$ cat src/hw/rtl/peer_link_setup_fsm_top_defines.svh
// ---------------------------------------------------------------------------
// Peer link setup FSM assertion macros
// Shared concurrent-assertion shorthands for the link setup block.
// ---------------------------------------------------------------------------
`ifndef PEER_LINK_SETUP_FSM_TOP_DEFINES_SVH
`define PEER_LINK_SETUP_FSM_TOP_DEFINES_SVH

// same-cycle implication
`define PLF_ASSERT_NOW(lbl, ante, cons, msg) \
  lbl: assert property (@(posedge clk) disable iff (!rst_n) (ante) |-> (cons)) \
    else $error(msg);

// next-cycle implication
`define PLF_ASSERT_NEXT(lbl, ante, cons, msg) \
  lbl: assert property (@(posedge clk) disable iff (!rst_n) (ante) |=> (cons)) \
    else $error(msg);

`endif

$ cat src/hw/rtl/plf_pkg.sv
// ---------------------------------------------------------------------------
// Peer link setup package
// Status, message and channel codes plus shared types of the link setup block.
// ---------------------------------------------------------------------------
package plf_pkg;

  localparam int TIME_W  = 32;
  localparam int DIGIT_W = 8;
  localparam int REM_STEPS = TIME_W / DIGIT_W;
  localparam int REM_CNT_W = $clog2(REM_STEPS);

  // link status
  localparam logic [3:0] ST_INIT       = 4'd0;
  localparam logic [3:0] ST_CONNECTING = 4'd1;
  localparam logic [3:0] ST_WAIT_NT    = 4'd2;
  localparam logic [3:0] ST_WAIT_NT1   = 4'd3;
  localparam logic [3:0] ST_WAIT_PONG  = 4'd4;
  localparam logic [3:0] ST_WAIT_RNT   = 4'd5;
  localparam logic [3:0] ST_WAIT_ECHO  = 4'd6;
  localparam logic [3:0] ST_WAIT_CONN  = 4'd7;
  localparam logic [3:0] ST_CONNECTED  = 4'd8;
  localparam logic [3:0] ST_DISCONNECT = 4'd9;

  // sent message codes
  localparam logic [3:0] TX_NONE      = 4'd0;
  localparam logic [3:0] TX_PONG      = 4'd1;
  localparam logic [3:0] TX_UDPPING   = 4'd2;
  localparam logic [3:0] TX_PING      = 4'd3;
  localparam logic [3:0] TX_UDPTEST   = 4'd4;
  localparam logic [3:0] TX_REQTEST   = 4'd5;
  localparam logic [3:0] TX_GETNT     = 4'd6;
  localparam logic [3:0] TX_CONNECTED = 4'd7;
  localparam logic [3:0] TX_HB        = 4'd8;
  localparam logic [3:0] TX_DISC      = 4'd9;

  // received message codes
  localparam logic [2:0] RX_PING     = 3'd0;
  localparam logic [2:0] RX_PONG     = 3'd1;
  localparam logic [2:0] RX_UDPPONG  = 3'd2;
  localparam logic [2:0] RX_RESPTEST = 3'd3;
  localparam logic [2:0] RX_RESPCONN = 3'd4;
  localparam logic [2:0] RX_HB       = 3'd5;
  localparam logic [2:0] RX_NETTYPE  = 3'd6;

  // channels
  localparam logic [1:0] CH_DIRECT = 2'd0;
  localparam logic [1:0] CH_RELAY  = 2'd1;
  localparam logic [1:0] CH_PING1  = 2'd2;
  localparam logic [1:0] CH_PING2  = 2'd3;

  // action
  localparam logic ACT_MSG   = 1'b0;
  localparam logic ACT_TIMER = 1'b1;

  // configuration register indexes
  localparam logic [1:0] CFG_REPLY_TO = 2'd0;
  localparam logic [1:0] CFG_DISC_TO  = 2'd1;
  localparam logic [1:0] CFG_HB_PER   = 2'd2;

  typedef struct packed {
    logic              action;
    logic [TIME_W-1:0] now_sec;
    logic [2:0]        rx_cmd;
    logic [15:0]       rx_port;
    logic [31:0]       rx_addr;
    logic              rx_nettype;
  } item_t;

  typedef struct packed {
    logic [3:0]  tx_cmd;
    logic [1:0]  tx_channel;
    logic [15:0] tx_port;
    logic [31:0] tx_addr;
  } res_t;

  typedef struct packed {
    logic [1:0] cnt;
    res_t       r0;
    res_t       r1;
  } emit_t;

  function automatic res_t mk_res(logic [3:0] cmd, logic [1:0] ch,
                                  logic [15:0] port, logic [31:0] addr);
    res_t r;
    r.tx_cmd     = cmd;
    r.tx_channel = ch;
    r.tx_port    = port;
    r.tx_addr    = addr;
    return r;
  endfunction

endpackage

$ cat src/hw/rtl/peer_link_setup_fsm_top.sv
// ---------------------------------------------------------------------------
// Peer link setup FSM top
// Connection setup sequencer: takes messages and timer polls, emits sends.
// ---------------------------------------------------------------------------
// channel | handshake         | payload
// in      | in_valid/in_stall | action, now_sec, rx_cmd, rx_port, rx_addr, rx_nettype
// out     | out_valid/out_stall | tx_cmd, tx_channel, tx_port, tx_addr, link_status, last
// cfg     | cfg_we            | cfg_index, cfg_wdata
//
// One item at a time. The input transfer registers the item and starts the heartbeat
// remainder unit (one byte per cycle); its done strobe commits the link state and latches
// the results, which are then sent in order, the second only when the item has two.
// in_stall stays high until the last result of the item is transferred.
// Synchronous active-low reset; no clearing pass.
// ---------------------------------------------------------------------------
`include "peer_link_setup_fsm_top_defines.svh"

module peer_link_setup_fsm_top (
  input  logic        clk,
  input  logic        rst_n,
  input  logic        in_valid,
  output logic        in_stall,
  input  logic        in_action,
  input  logic [31:0] in_now_sec,
  input  logic [2:0]  in_rx_cmd,
  input  logic [15:0] in_rx_port,
  input  logic [31:0] in_rx_addr,
  input  logic        in_rx_nettype,
  output logic        out_valid,
  input  logic        out_stall,
  output logic [3:0]  out_tx_cmd,
  output logic [1:0]  out_tx_channel,
  output logic [15:0] out_tx_port,
  output logic [31:0] out_tx_addr,
  output logic [3:0]  out_link_status,
  output logic        out_last,
  input  logic        cfg_we,
  input  logic [1:0]  cfg_index,
  input  logic [7:0]  cfg_wdata
);
  import plf_pkg::*;

  localparam logic [1:0] SQ_IDLE  = 2'd0;
  localparam logic [1:0] SQ_CALC  = 2'd1;
  localparam logic [1:0] SQ_SEND0 = 2'd2;
  localparam logic [1:0] SQ_SEND1 = 2'd3;

  logic [1:0]         seq_r, seq_nxt;
  logic               in_xfer, rem_done, rem_zero;
  item_t              item_r;
  emit_t              emit;
  res_t               res0_r, res1_r, res_sel;
  logic               two_r;
  logic [3:0]         status;
  logic [TIME_W-1:0]  rem_dividend;
  logic [DIGIT_W-1:0] rem_divisor;

  assign in_xfer  = in_valid && !in_stall;
  assign in_stall = (seq_r != SQ_IDLE);

  plf_rem u_rem (
    .clk      (clk),
    .rst_n    (rst_n),
    .start    (in_xfer),
    .dividend (rem_dividend),
    .divisor  (rem_divisor),
    .done     (rem_done),
    .rem_zero (rem_zero)
  );

  plf_ctl u_ctl (
    .clk          (clk),
    .rst_n        (rst_n),
    .cfg_we       (cfg_we),
    .cfg_index    (cfg_index),
    .cfg_wdata    (cfg_wdata),
    .item         (item_r),
    .now_in       (in_now_sec),
    .commit       (rem_done),
    .rem_zero     (rem_zero),
    .rem_dividend (rem_dividend),
    .rem_divisor  (rem_divisor),
    .emit         (emit),
    .status       (status)
  );

  always_comb begin
    seq_nxt = seq_r;
    unique case (seq_r)
      SQ_IDLE:  if (in_xfer) seq_nxt = SQ_CALC;
      SQ_CALC:  if (rem_done) seq_nxt = SQ_SEND0;
      SQ_SEND0: if (!out_stall) seq_nxt = two_r ? SQ_SEND1 : SQ_IDLE;
      SQ_SEND1: if (!out_stall) seq_nxt = SQ_IDLE;
      default:  seq_nxt = SQ_IDLE;
    endcase
  end

  always_ff @(posedge clk) begin
    if (!rst_n) begin
      seq_r <= SQ_IDLE;
    end else begin
      seq_r <= seq_nxt;
    end
  end

  always_ff @(posedge clk) begin
    if (in_xfer) begin
      item_r.action     <= in_action;
      item_r.now_sec    <= in_now_sec;
      item_r.rx_cmd     <= in_rx_cmd;
      item_r.rx_port    <= in_rx_port;
      item_r.rx_addr    <= in_rx_addr;
      item_r.rx_nettype <= in_rx_nettype;
    end
    if (seq_r == SQ_CALC && rem_done) begin
      res0_r <= emit.r0;
      res1_r <= emit.r1;
      two_r  <= (emit.cnt == 2'd2);
    end
  end

  assign res_sel         = (seq_r == SQ_SEND1) ? res1_r : res0_r;
  assign out_valid       = (seq_r == SQ_SEND0) || (seq_r == SQ_SEND1);
  assign out_tx_cmd      = res_sel.tx_cmd;
  assign out_tx_channel  = res_sel.tx_channel;
  assign out_tx_port     = res_sel.tx_port;
  assign out_tx_addr     = res_sel.tx_addr;
  assign out_link_status = status;
  assign out_last        = (seq_r == SQ_SEND1) || !two_r;

  `PLF_ASSERT_NOW(a_result_blocks_input, out_valid, in_stall, "input open while result pending")
  `PLF_ASSERT_NEXT(a_accept_then_busy, in_valid && !in_stall, in_stall && !out_valid, "no busy after transfer")
  `PLF_ASSERT_NEXT(a_last_then_idle, out_valid && !out_stall && out_last, !out_valid && !in_stall, "not idle after last")
  `PLF_ASSERT_NEXT(a_first_then_second, out_valid && !out_stall && !out_last, out_valid && out_last, "second result missing")

endmodule

$ cat src/hw/rtl/plf_rem.sv
// ---------------------------------------------------------------------------
// Peer link setup remainder unit
// Iterative remainder of a 32-bit value by an 8-bit divisor, one byte a cycle.
// ---------------------------------------------------------------------------
module plf_rem (
  input  logic                      clk,
  input  logic                      rst_n,
  input  logic                      start,
  input  logic [plf_pkg::TIME_W-1:0] dividend,
  input  logic [plf_pkg::DIGIT_W-1:0] divisor,
  output logic                      done,
  output logic                      rem_zero
);
  import plf_pkg::*;

  logic                 busy_r;
  logic [REM_CNT_W-1:0] cnt_r;
  logic                 done_r;
  logic [TIME_W-1:0]    q_r;
  logic [DIGIT_W-1:0]   div_r;
  logic [DIGIT_W-1:0]   rem_r;
  logic [DIGIT_W-1:0]   rem_nxt;

  always_comb begin
    logic [DIGIT_W:0] t;
    rem_nxt = rem_r;
    for (int i = 0; i < DIGIT_W; i++) begin
      t = {rem_nxt, q_r[TIME_W-1-i]};
      if (t >= {1'b0, div_r}) begin
        rem_nxt = DIGIT_W'(t - {1'b0, div_r});
      end else begin
        rem_nxt = t[DIGIT_W-1:0];
      end
    end
  end

  always_ff @(posedge clk) begin
    if (!rst_n) begin
      busy_r <= 1'b0;
      cnt_r  <= '0;
      done_r <= 1'b0;
    end else begin
      done_r <= 1'b0;
      if (start) begin
        busy_r <= 1'b1;
        cnt_r  <= '0;
      end else if (busy_r) begin
        cnt_r <= cnt_r + 1'b1;
        if (cnt_r == REM_CNT_W'(REM_STEPS - 1)) begin
          busy_r <= 1'b0;
          done_r <= 1'b1;
        end
      end
    end
  end

  always_ff @(posedge clk) begin
    if (start) begin
      q_r   <= dividend;
      div_r <= divisor;
      rem_r <= '0;
    end else if (busy_r) begin
      q_r   <= q_r << DIGIT_W;
      rem_r <= rem_nxt;
    end
  end

  assign done     = done_r;
  assign rem_zero = (rem_r == '0);

endmodule

$ cat src/hw/rtl/plf_ctl.sv
// ---------------------------------------------------------------------------
// Peer link setup control
// Link state, timestamps, addresses and config; decides status and sends.
// ---------------------------------------------------------------------------
module plf_ctl (
  input  logic                        clk,
  input  logic                        rst_n,
  input  logic                        cfg_we,
  input  logic [1:0]                  cfg_index,
  input  logic [7:0]                  cfg_wdata,
  input  plf_pkg::item_t              item,
  input  logic [plf_pkg::TIME_W-1:0]  now_in,
  input  logic                        commit,
  input  logic                        rem_zero,
  output logic [plf_pkg::TIME_W-1:0]  rem_dividend,
  output logic [plf_pkg::DIGIT_W-1:0] rem_divisor,
  output plf_pkg::emit_t              emit,
  output logic [3:0]                  status
);
  import plf_pkg::*;

  logic [7:0]        reply_to_r, disc_to_r, hb_per_r;
  logic [3:0]        st_r, st_nxt;
  logic [TIME_W-1:0] st_stamp_r, st_stamp_nxt;
  logic [TIME_W-1:0] hb_stamp_r, hb_stamp_nxt;
  logic [15:0]       own_port_r, own_port_nxt;
  logic [31:0]       own_addr_r, own_addr_nxt;
  logic              own_nat_r, own_nat_nxt;
  logic              peer_nat_r, peer_nat_nxt;
  logic [15:0]       peer_port_r, peer_port_nxt;
  logic [31:0]       peer_addr_r, peer_addr_nxt;
  logic [TIME_W-1:0] el, hb;
  logic              disc_ok, reply_ok, hb_late;

  assign rem_dividend = now_in - hb_stamp_r;
  assign rem_divisor  = (hb_per_r == '0) ? DIGIT_W'(1) : hb_per_r;

  assign el       = item.now_sec - st_stamp_r;
  assign hb       = item.now_sec - hb_stamp_r;
  assign disc_ok  = el <= {24'd0, disc_to_r};
  assign reply_ok = el <= {24'd0, reply_to_r};
  assign hb_late  = hb > {24'd0, reply_to_r};

  always_comb begin
    st_nxt        = st_r;
    st_stamp_nxt  = st_stamp_r;
    hb_stamp_nxt  = hb_stamp_r;
    own_port_nxt  = own_port_r;
    own_addr_nxt  = own_addr_r;
    own_nat_nxt   = own_nat_r;
    peer_nat_nxt  = peer_nat_r;
    peer_port_nxt = peer_port_r;
    peer_addr_nxt = peer_addr_r;
    emit          = '0;
    if (item.action == ACT_MSG) begin
      if (item.rx_cmd == RX_PING) begin
        emit.cnt = 2'd1;
        emit.r0  = mk_res(TX_PONG, CH_DIRECT, 16'd0, 32'd0);
      end else begin
        unique case (st_r)
          ST_WAIT_NT: begin
            if (item.rx_cmd == RX_UDPPONG) begin
              own_addr_nxt = item.rx_addr;
              own_port_nxt = item.rx_port;
              st_nxt       = ST_WAIT_NT1;
              st_stamp_nxt = item.now_sec;
              emit.cnt     = 2'd1;
              emit.r0      = mk_res(TX_UDPPING, CH_PING2, 16'd0, 32'd0);
            end
          end
          ST_WAIT_NT1: begin
            if (item.rx_cmd == RX_UDPPONG) begin
              own_addr_nxt = item.rx_addr;
              own_nat_nxt  = (own_port_r != item.rx_port);
              st_nxt       = ST_WAIT_PONG;
              st_stamp_nxt = item.now_sec;
              emit.cnt     = 2'd1;
              emit.r0      = mk_res(TX_PING, CH_RELAY, 16'd0, 32'd0);
            end
          end
          ST_WAIT_PONG: begin
            if (item.rx_cmd == RX_PONG) begin
              st_nxt       = ST_WAIT_RNT;
              st_stamp_nxt = item.now_sec;
              emit.cnt     = 2'd1;
              emit.r0      = mk_res(TX_GETNT, CH_RELAY, own_port_r, own_addr_r);
            end
          end
          ST_WAIT_RNT: begin
            if (item.rx_cmd == RX_NETTYPE) begin
              peer_nat_nxt  = item.rx_nettype;
              peer_port_nxt = item.rx_port;
              peer_addr_nxt = item.rx_addr;
              if (!own_nat_r && !item.rx_nettype) begin
                st_nxt       = ST_WAIT_ECHO;
                st_stamp_nxt = item.now_sec;
                emit.cnt     = 2'd2;
                emit.r0      = mk_res(TX_UDPTEST, CH_DIRECT, 16'd0, 32'd0);
                emit.r1      = mk_res(TX_REQTEST, CH_RELAY, own_port_r, 32'd0);
              end
            end
          end
          ST_WAIT_ECHO: begin
            if (item.rx_cmd == RX_RESPTEST) begin
              st_nxt       = ST_WAIT_CONN;
              st_stamp_nxt = item.now_sec;
              emit.cnt     = 2'd1;
              emit.r0      = mk_res(TX_CONNECTED, CH_RELAY, own_port_r, 32'd0);
            end
          end
          ST_WAIT_CONN: begin
            if (item.rx_cmd == RX_RESPCONN) begin
              hb_stamp_nxt = item.now_sec;
              st_nxt       = ST_CONNECTED;
              st_stamp_nxt = item.now_sec;
            end
          end
          ST_CONNECTED: begin
            if (item.rx_cmd == RX_HB) begin
              hb_stamp_nxt = item.now_sec;
            end
          end
          default: begin
          end
        endcase
      end
    end else begin
      unique case (st_r)
        ST_INIT, ST_DISCONNECT: begin
          st_nxt       = ST_CONNECTING;
          st_stamp_nxt = item.now_sec;
        end
        ST_CONNECTING: begin
          st_nxt       = ST_WAIT_NT;
          st_stamp_nxt = item.now_sec;
          emit.cnt     = 2'd1;
          emit.r0      = mk_res(TX_UDPPING, CH_PING1, 16'd0, 32'd0);
        end
        ST_WAIT_NT, ST_WAIT_NT1: begin
          if (disc_ok) begin
            emit.cnt = 2'd1;
            emit.r0  = (st_r == ST_WAIT_NT) ?
                       mk_res(TX_PING, CH_RELAY, 16'd0, 32'd0) :
                       mk_res(TX_UDPPING, CH_PING2, 16'd0, 32'd0);
          end else begin
            st_nxt       = ST_DISCONNECT;
            st_stamp_nxt = item.now_sec;
          end
        end
        ST_WAIT_PONG, ST_WAIT_RNT, ST_WAIT_ECHO, ST_WAIT_CONN: begin
          if (reply_ok) begin
            emit.cnt = 2'd1;
            unique case (st_r)
              ST_WAIT_PONG: emit.r0 = mk_res(TX_PING, CH_RELAY, 16'd0, 32'd0);
              ST_WAIT_RNT:  emit.r0 = mk_res(TX_GETNT, CH_RELAY, own_port_r, own_addr_r);
              ST_WAIT_ECHO: begin
                emit.cnt = 2'd2;
                emit.r0  = mk_res(TX_UDPTEST, CH_DIRECT, 16'd0, 32'd0);
                emit.r1  = mk_res(TX_REQTEST, CH_RELAY, own_port_r, 32'd0);
              end
              default:      emit.r0 = mk_res(TX_CONNECTED, CH_RELAY, own_port_r, 32'd0);
            endcase
          end else begin
            st_nxt       = ST_DISCONNECT;
            st_stamp_nxt = item.now_sec;
          end
        end
        ST_CONNECTED: begin
          if (hb_late) begin
            st_nxt       = ST_DISCONNECT;
            st_stamp_nxt = item.now_sec;
          end
          priority if (rem_zero && hb_late) begin
            emit.cnt = 2'd2;
            emit.r0  = mk_res(TX_HB, CH_DIRECT, own_port_r, 32'd0);
            emit.r1  = mk_res(TX_DISC, CH_RELAY, 16'd0, 32'd0);
          end else if (rem_zero) begin
            emit.cnt = 2'd1;
            emit.r0  = mk_res(TX_HB, CH_DIRECT, own_port_r, 32'd0);
          end else if (hb_late) begin
            emit.cnt = 2'd1;
            emit.r0  = mk_res(TX_DISC, CH_RELAY, 16'd0, 32'd0);
          end else begin
          end
        end
        default: begin
        end
      endcase
    end
  end

  always_ff @(posedge clk) begin
    if (!rst_n) begin
      reply_to_r <= 8'd5;
      disc_to_r  <= 8'd5;
      hb_per_r   <= 8'd1;
    end else if (cfg_we) begin
      unique case (cfg_index)
        CFG_REPLY_TO: reply_to_r <= cfg_wdata;
        CFG_DISC_TO:  disc_to_r  <= cfg_wdata;
        CFG_HB_PER:   hb_per_r   <= cfg_wdata;
        default: begin
        end
      endcase
    end
  end

  always_ff @(posedge clk) begin
    if (!rst_n) begin
      st_r        <= ST_INIT;
      st_stamp_r  <= '0;
      hb_stamp_r  <= '0;
      own_port_r  <= '0;
      own_addr_r  <= '0;
      own_nat_r   <= 1'b0;
      peer_nat_r  <= 1'b0;
      peer_port_r <= '0;
      peer_addr_r <= '0;
    end else if (commit) begin
      st_r        <= st_nxt;
      st_stamp_r  <= st_stamp_nxt;
      hb_stamp_r  <= hb_stamp_nxt;
      own_port_r  <= own_port_nxt;
      own_addr_r  <= own_addr_nxt;
      own_nat_r   <= own_nat_nxt;
      peer_nat_r  <= peer_nat_nxt;
      peer_port_r <= peer_port_nxt;
      peer_addr_r <= peer_addr_nxt;
    end
  end

  assign status = st_r;

endmodule

$ cat config.mk
export PLATFORM = sky130hd
export DESIGN_NAME = peer_link_setup_fsm_top
export DESIGN_NICKNAME = d
export VERILOG_FILES = /design/src/hw/rtl/plf_pkg.sv /design/src/hw/rtl/peer_link_setup_fsm_top.sv /design/src/hw/rtl/plf_rem.sv /design/src/hw/rtl/plf_ctl.sv
export VERILOG_INCLUDE_DIRS = /design/src /design/src/hw/rtl
export SDC_FILE = /design/constraint.sdc
export NUM_CORES = 1
export LEC_CHECK = 0
export CELL_PAD_IN_SITES_DETAIL_PLACEMENT = 1
export CELL_PAD_IN_SITES_GLOBAL_PLACEMENT = 2
export CORE_MARGIN = 5
export CORE_UTILIZATION = 38
export DETAILED_ROUTE_END_ITERATION = 7
export DONT_BUFFER_PORTS = 1
export PLACE_DENSITY_LB_ADDON = 0.1
export SLEW_MARGIN = 20
export SYNTH_ARGS = -nofsm -noshare
export SYNTH_HDL_FRONTEND = slang
export SYNTH_HIERARCHICAL = 1
export SYNTH_SLANG_ARGS = --single-unit
$ cat constraint.sdc
create_clock -name clk -period 17.86 [get_ports clk]
set_input_delay 1.786 -clock clk [delete_from_list [all_inputs] [get_ports clk]]
set_output_delay 1.786 -clock clk [all_outputs]
set_load 0.01 [all_outputs]
==> results of run 1 <==
final timing paths:
kind / cells after the start / endpoint / startpoint
worst min-delay path: 2 / u_ctl/own_addr_r[12] / u_ctl/own_addr_r[12]
worst max register to register: 75 / u_rem/rem_r[0] / u_rem/rem_r[3]
worst min register to register: 2 / u_ctl/own_addr_r[12] / u_ctl/own_addr_r[12]
worst max-delay path: 75 / u_rem/rem_r[0] / u_rem/rem_r[3]
sequential cells by signal (all words and copies together) (netlist names):
signal and flops:
item_r 85, u_rem/done 1, u_ctl/hb_per_r 8, u_rem/div_r 8, u_ctl/own_nat_r 1, u_rem/cnt_r 2
seq_r 2, u_ctl/reply_to_r 8, u_ctl/st_stamp_r 32, u_rem/q_r 32, u_ctl/status 4, two_r 1
u_ctl/hb_stamp_r 32, res1_r 54, u_rem/rem_r 8, u_ctl/disc_to_r 8, u_ctl/own_addr_r 32, res0_r 54
u_ctl/own_port_r 16, u_rem/busy_r 1
kinds of logic (layout without fill, tap and decap cells):
group,Yosys count,after routing,synth area share (%)
simple gates,946,946,17.5
compound gates,684,684,17.3
flops,389,389,38.6
buf+inv,316,299,5.42
fa+ha+maj,196,196,9.66
mux,177,178,8.03
xor+xnor,104,104,3.47
other cells,1,38,0.0143
repair_timing:
item	in CTS	in global routing
resized for setup	12	41
hold buffers	0	0
gates cloned	0	1
endpoints found under the setup margin	8	8
buffers inserted	2	16
pin swaps	1	12
tightest hold or removal path, stage by stage, from the launching register on:
cell and delay [ps]:
sky130_fd_sc_hd__dfxtp_1 300, sky130_fd_sc_hd__nand2_1 50, sky130_fd_sc_hd__a21oi_1 50
metal layers:
layer  share of wire, %  GRT usage [%]  vias up
met5              0.052              0        -
met4                2.1           4.90        6
met3                3.5           3.14       92
met2                 50           38.5      272
met1                 44           27.2    10300
li1                   -              -    10100
Yosys cell counts, drive strengths merged, types with 35 or more instances:
library cell	n
clkbuf	85
buf	69
nand2b	36
o21ai	106
xnor2	69
ha	185
nand2	368
o21a	35
and2	76
nor2	169
a211oi	38
xor2	35
inv	162
o211ai	36
nor3	41
dfxtp	155
a21o	55
edfxtp	234
a21oi	237
mux2i	74
mux2	103
nor2b	37
nand4	38
nand3	52
per-stage QoR:
| stage | hold slack [ps] | area (um^2) |
|---|---|---|
| after global routing | 468 | 29000 |
| after detailed placement | 444 | 27000 |
| after floorplan | 432 | 26400 |
| final | 450 | 29000 |
| after global placement | 437 | 27000 |
| after CTS | 452 | 28600 |
area by class of cell:
type	instances	area, um^2
Multi-Input combinational cell	2142	15100
Clock inverter	22	211
Inverter	162	609
Tap cell	931	1160
Timing Repair Buffer	47	365
Sequential cell	389	10100
Fill cell	7775	39600
Antenna cell	4	10.0
Clock buffer	68	1400
==> flow_summary.rst, run 1 <==
.. list-table::
   :header-rows: 1

   * - Metric
     - Value
   * - Slew Limit Fails
     - 0
   * - Data required time of the critical path
     - 18360 ps
   * - Crit-path most repeated cell
     - sky130_fd_sc_hd__ha_1
   * - IO buf count
     - 0
   * - Setup slack of the worst register-to-register path
     - 780 ps
   * - Setup clock skew after layout
     - 52.4 ps
   * - Overall Global Routing Usage
     - 21.4%
   * - Delay of the slowest cell on the worst path
     - 430 ps
   * - Post-detailed-route wirelength per cell
     - 21.8 um
   * - Sequential area share after synthesis
     - 38.6%
   * - Starting Density
     - 38.3%
   * - Cell with the largest stage delay on the worst path
     - sky130_fd_sc_hd__dfxtp_1
   * - Number of nets with antenna violations after detailed routing
     - 0
   * - Skew-Pair Late Insertion Delay
     - 620 ps
   * - Total Neg Setup Slack
     - 0 ps
   * - Final Hold Viols
     - 0
   * - Die span in y
     - 273 um
   * - Share of the synthesized area in the top cell type
     - 26.8%
   * - Number of buffers created by CTS
     - 48
   * - Post-Place Cells
     - 3652
   * - Most frequent standard cell in the layout excluding fill and tap cells
     - sky130_fd_sc_hd__nand2_1
   * - Final core utilization
     - 42.2%
   * - Maximum frequency from static timing analysis
     - 0.0585 GHz
   * - Final worst path period need
     - 17080 ps
   * - Vias after detailed routing
     - 20800
   * - Type of the setup path with the least slack
     - flop to flop
   * - Number of buffers on the longest clock path
     - 3
   * - # clock sinks
     - 389
   * - Library cells used by synthesis
     - 105
   * - Cell taking the most area after synthesis
     - sky130_fd_sc_hd__edfxtp_1
   * - Level count of the clock H-tree
     - 2
   * - Number of nets in the layout
     - 3086
   * - Std cell rows
     - 96
   * - Commonest non-fill, non-tap cells in the layout
     - sky130_fd_sc_hd__nand2_1 (366), sky130_fd_sc_hd__edfxtp_1 (234), sky130_fd_sc_hd__a21oi_1 (229)
   * - Setup crit end kind
     - flop
   * - CP Launch Type
     - flop
   * - Relative slew slack
     - 28.6%
   * - Cell family contributing the most delay on the critical path
     - compound AO/OA/AOI/OAI gates
   * - Maximum number of pins on one net before global-route repair
     - 139
   * - Worst slack after detailed placement
     - -769 ps
   * - Most used flip-flop cell after synthesis
     - sky130_fd_sc_hd__edfxtp_1
   * - Clk root buf
     - sky130_fd_sc_hd__clkbuf_16
   * - Status
     - complete, no violations
   * - TritonCTS clock tree
     - done
   * - Remaining global-route overflow
     - 0
   * - Wire length of the first global-routing pass
     - 127000 um
   * - Antenna violations before repair
     - 9
   * - Die span in x
     - 273 um
   * - Clock transition at path regs
     - 60 ps
   * - Mean post-synth cell area
     - 9.33 um^2
   * - Final standard cell count with taps included and fillers excluded
     - 3765
   * - Ratio of cells with drive above 1 in the final layout
     - 10.8%
   * - First-iteration detailed-routing DRC count
     - 963
   * - Layout Area Growth over Synthesis
     - 10.4%
   * - Number of setup violations in the final report
     - 0
   * - Number of violations of the max-capacitance limit
     - 0
   * - Routed wire length
     - 82300 um
   * - Final estimated routing congestion in global placement
     - 0.866
   * - Share of the clock period used by the worst path
     - 95.6%
   * - Largest fanout on the critical path
     - 8
   * - Detailed-routing iteration count for the pre-antenna-repair pass
     - 4
   * - Post-synth design cell area
     - 26200 um^2
   * - Cells after synthesis
     - 2813
   * - Remaining design rule violation count
     - 0
   * - HPWL after detailed placement
     - 61800 um
   * - Floorplan die area
     - 74400 um^2
   * - Number of flops mapped to enable cells by yosys
     - 234
   * - Synth async-reset ratio
     - 0%
   * - Critical path data arrival time
     - 17580 ps
   * - Transition time at the pin with the least slew margin
     - 1070 ps
   * - Number of global-route vias before repair
     - 21600
   * - Core region area
     - 68600 um^2
   * - Worst path bufs/invs
     - 5
   * - Register bit total from synthesis
     - 389
   * - Path class of the lowest-slack min-delay path
     - flop to flop
   * - Synthesis warning total
     - 6
   * - Cells taking the most area after synthesis
     - sky130_fd_sc_hd__edfxtp_1 (27%), sky130_fd_sc_hd__dfxtp_1 (12%), sky130_fd_sc_hd__ha_1 (8.8%), sky130_fd_sc_hd__nand2_1 (5.2%), sky130_fd_sc_hd__a21oi_1 (4.5%)
   * - Count of pins on the block boundary
     - 161
   * - Average vias per placed instance
     - 5.52
   * - Slack of the critical path
     - 780 ps
Power of run 1 is not shown: default switching activity piles up to over one toggle a cycle in this logic, so the estimate is an artifact.
==> run 2, diff against run 1 <==
- PLACE_DENSITY: default -> 0.88
- PLACE_DENSITY_LB_ADDON: 0.1 -> default
==> run 2 against run 1 <==
  * Non-clock buffer count increased by 34
  * Critical path depth increased by 5
  * Die area unchanged
  * Via count increased by 1.9%
  * Clock-buffer cell count decreased by 11
  * Worst setup slack improved by 370 ps
  * First-iteration DRC count increased by 34%
  * Critical endpoint is now u_rem/rem_r[7]
  * Highest routed layer unchanged
==> flow_summary.rst, run 2 (synthesized netlist as in run 1, its figures left out) <==
.. list-table::
   :header-rows: 1

   * - Metric
     - Value
   * - Vias after detailed routing
     - 21200
   * - Path class of the lowest-slack min-delay path
     - flop to flop
   * - Clock transition at path regs
     - 60 ps
   * - Skew-Pair Late Insertion Delay
     - 590 ps
   * - Count of pins on the block boundary
     - 161
   * - Number of buffers on the longest clock path
     - 3
   * - Cts-stage hold buffer count
     - 0
   * - Antenna violations before repair
     - 6
   * - Detailed-routing iteration count for the pre-antenna-repair pass
     - 5
   * - Number of nets with antenna violations after detailed routing
     - 0
   * - Layout Area Growth over Synthesis
     - 10.3%
   * - Die span in x
     - 273 um
   * - Remaining design rule violation count
     - 0
   * - Maximum number of pins on one net before global-route repair
     - 80
   * - Average vias per placed instance
     - 5.59
   * - Final Hold Viols
     - 0
   * - Type of the setup path with the least slack
     - flop to flop
   * - Number of violations of the max-capacitance limit
     - 0
   * - Final estimated routing congestion in global placement
     - 0.886
   * - Setup clock skew after layout
     - 20.2 ps
   * - Flip-flop count of the largest register, all copies and words added
     - 85
   * - Number of nets in the layout
     - 3114
   * - Slew Limit Fails
     - 0
   * - Overall Global Routing Usage
     - 21.0%
   * - Number of buffers created by CTS
     - 43
   * - Final worst path period need
     - 16710 ps
   * - # clock sinks
     - 389
   * - HPWL after detailed placement
     - 61600 um
   * - IO buf count
     - 0
   * - Number of setup violations in the final report
     - 0
   * - Post-Layout Inst Area
     - 28900 um^2
   * - Commonest non-fill, non-tap cells in the layout
     - sky130_fd_sc_hd__nand2_1 (365), sky130_fd_sc_hd__edfxtp_1 (234), sky130_fd_sc_hd__a21oi_1 (230)
   * - Worst Hold Depth
     - 2
   * - Relative slew slack
     - 35.2%
   * - Starting Density
     - 38.3%
   * - CP Launch Type
     - flop
   * - Cell Area, Placed
     - 27300 um^2
   * - Status
     - complete, no violations
   * - Remaining global-route overflow
     - 0
   * - Transition time at the pin with the least slew margin
     - 968 ps
   * - Level count of the clock H-tree
     - 2
   * - Core region area
     - 68600 um^2
   * - Largest regs
     - item_r x85, res0_r x54, res1_r x54
   * - Largest fanout on the critical path
     - 8
   * - Share of the clock period used by the worst path
     - 93.6%
   * - Number of global-route vias before repair
     - 22200
   * - Critical path data arrival time
     - 17190 ps
   * - Wire length of the first global-routing pass
     - 127000 um
   * - Cell with the largest stage delay on the worst path
     - sky130_fd_sc_hd__ha_2
   * - Setup crit end kind
     - flop
   * - Clk root buf
     - sky130_fd_sc_hd__clkbuf_16
   * - First-iteration detailed-routing DRC count
     - 1291
   * - Most frequent standard cell in the layout excluding fill and tap cells
     - sky130_fd_sc_hd__nand2_1
   * - Reg with most FFs
     - item_r
   * - Floorplan die area
     - 74400 um^2
   * - Die span in y
     - 273 um
   * - Maximum frequency from static timing analysis
     - 0.0598 GHz
   * - TritonCTS clock tree
     - done
   * - Count of cells along the worst register-to-register path
     - 80
   * - Data required time of the critical path
     - 18340 ps
   * - Final core utilization
     - 42.2%
   * - Ratio of cells with drive above 1 in the final layout
     - 11.3%
   * - Post-detailed-route wirelength per cell
     - 21.3 um
   * - Std cell rows
     - 96
   * - Routed wire length
     - 80800 um
   * - Delay of the slowest cell on the worst path
     - 410 ps
run 2: changes by cell type in the layout (fill, tap and decap cells not counted), sizes merged:
cell,change
inv,+3
clkbuf,-11
mux2i,-1
buf,+34
diode,+2
bufinv,+3
clkinv,-2
clkinvlp,-3
run 2: path summary, 6_finish.rpt:
kind	end	startpoint	slack, ps
max reg2reg	u_rem/rem_r[7]	u_rem/div_r[7]	1150
min	u_ctl/own_addr_r[18]	u_ctl/own_addr_r[18]	450
min reg2reg	u_ctl/own_addr_r[18]	u_ctl/own_addr_r[18]	450
max	u_rem/rem_r[7]	u_rem/div_r[7]	1150
run 2: layer usage:
layer / GRT usage, % / part of all wire, %
met1: 27.3 / 44
met2: 36.3 / 48
met3: 4.17 / 5.2
met4: 4.88 / 2.1
met5: 0 / 0.042
run 2: worst max-delay path, delay by kind of cell, from the launching register on:
| kind | cells | cell delay (ps) |
|---|---|---|
| buffers and inverters | 9 | 1350 |
| adders and majority gates | 8 | 2650 |
| muxes | 10 | 2680 |
| and+or+nand+nor | 13 | 2380 |
| AOI/OAI and AO/OA | 40 | 7210 |
| DFF | 1 | 320 |
run 2: layout make-up:
cell class,instances,area [um^2]
Inverter,162,609
Clock inverter,23,259
Clock buffer,57,1170
Multi-Input combinational cell,2141,15000
Antenna cell,6,15.0
Tap cell,931,1160
Fill cell,7794,39600
Timing Repair Buffer,81,608
Sequential cell,389,10100
run 2: stage by stage:
step / setup slack, ps / hold WS [ps] / instances / TNS (ps)
floorplan: 1040 / 432 / 2846 / 0
global placement: 684 / 437 / 3698 / 0
detailed placement: -13.9 / 442 / 3698 / -21.5
CTS: 4.68 / 451 / 3778 / 0
global route: -80.6 / 468 / 3784 / -289
finish: 1150 / 448 / 3790 / 0
run 2: what timing repair did:
action	4_1_cts	5_1_grt
pin swaps	0	7
gates resized for setup	1	40
buffers inserted	0	6
setup endpoints to repair	7	8
Power of run 2 is left out for the same reason.
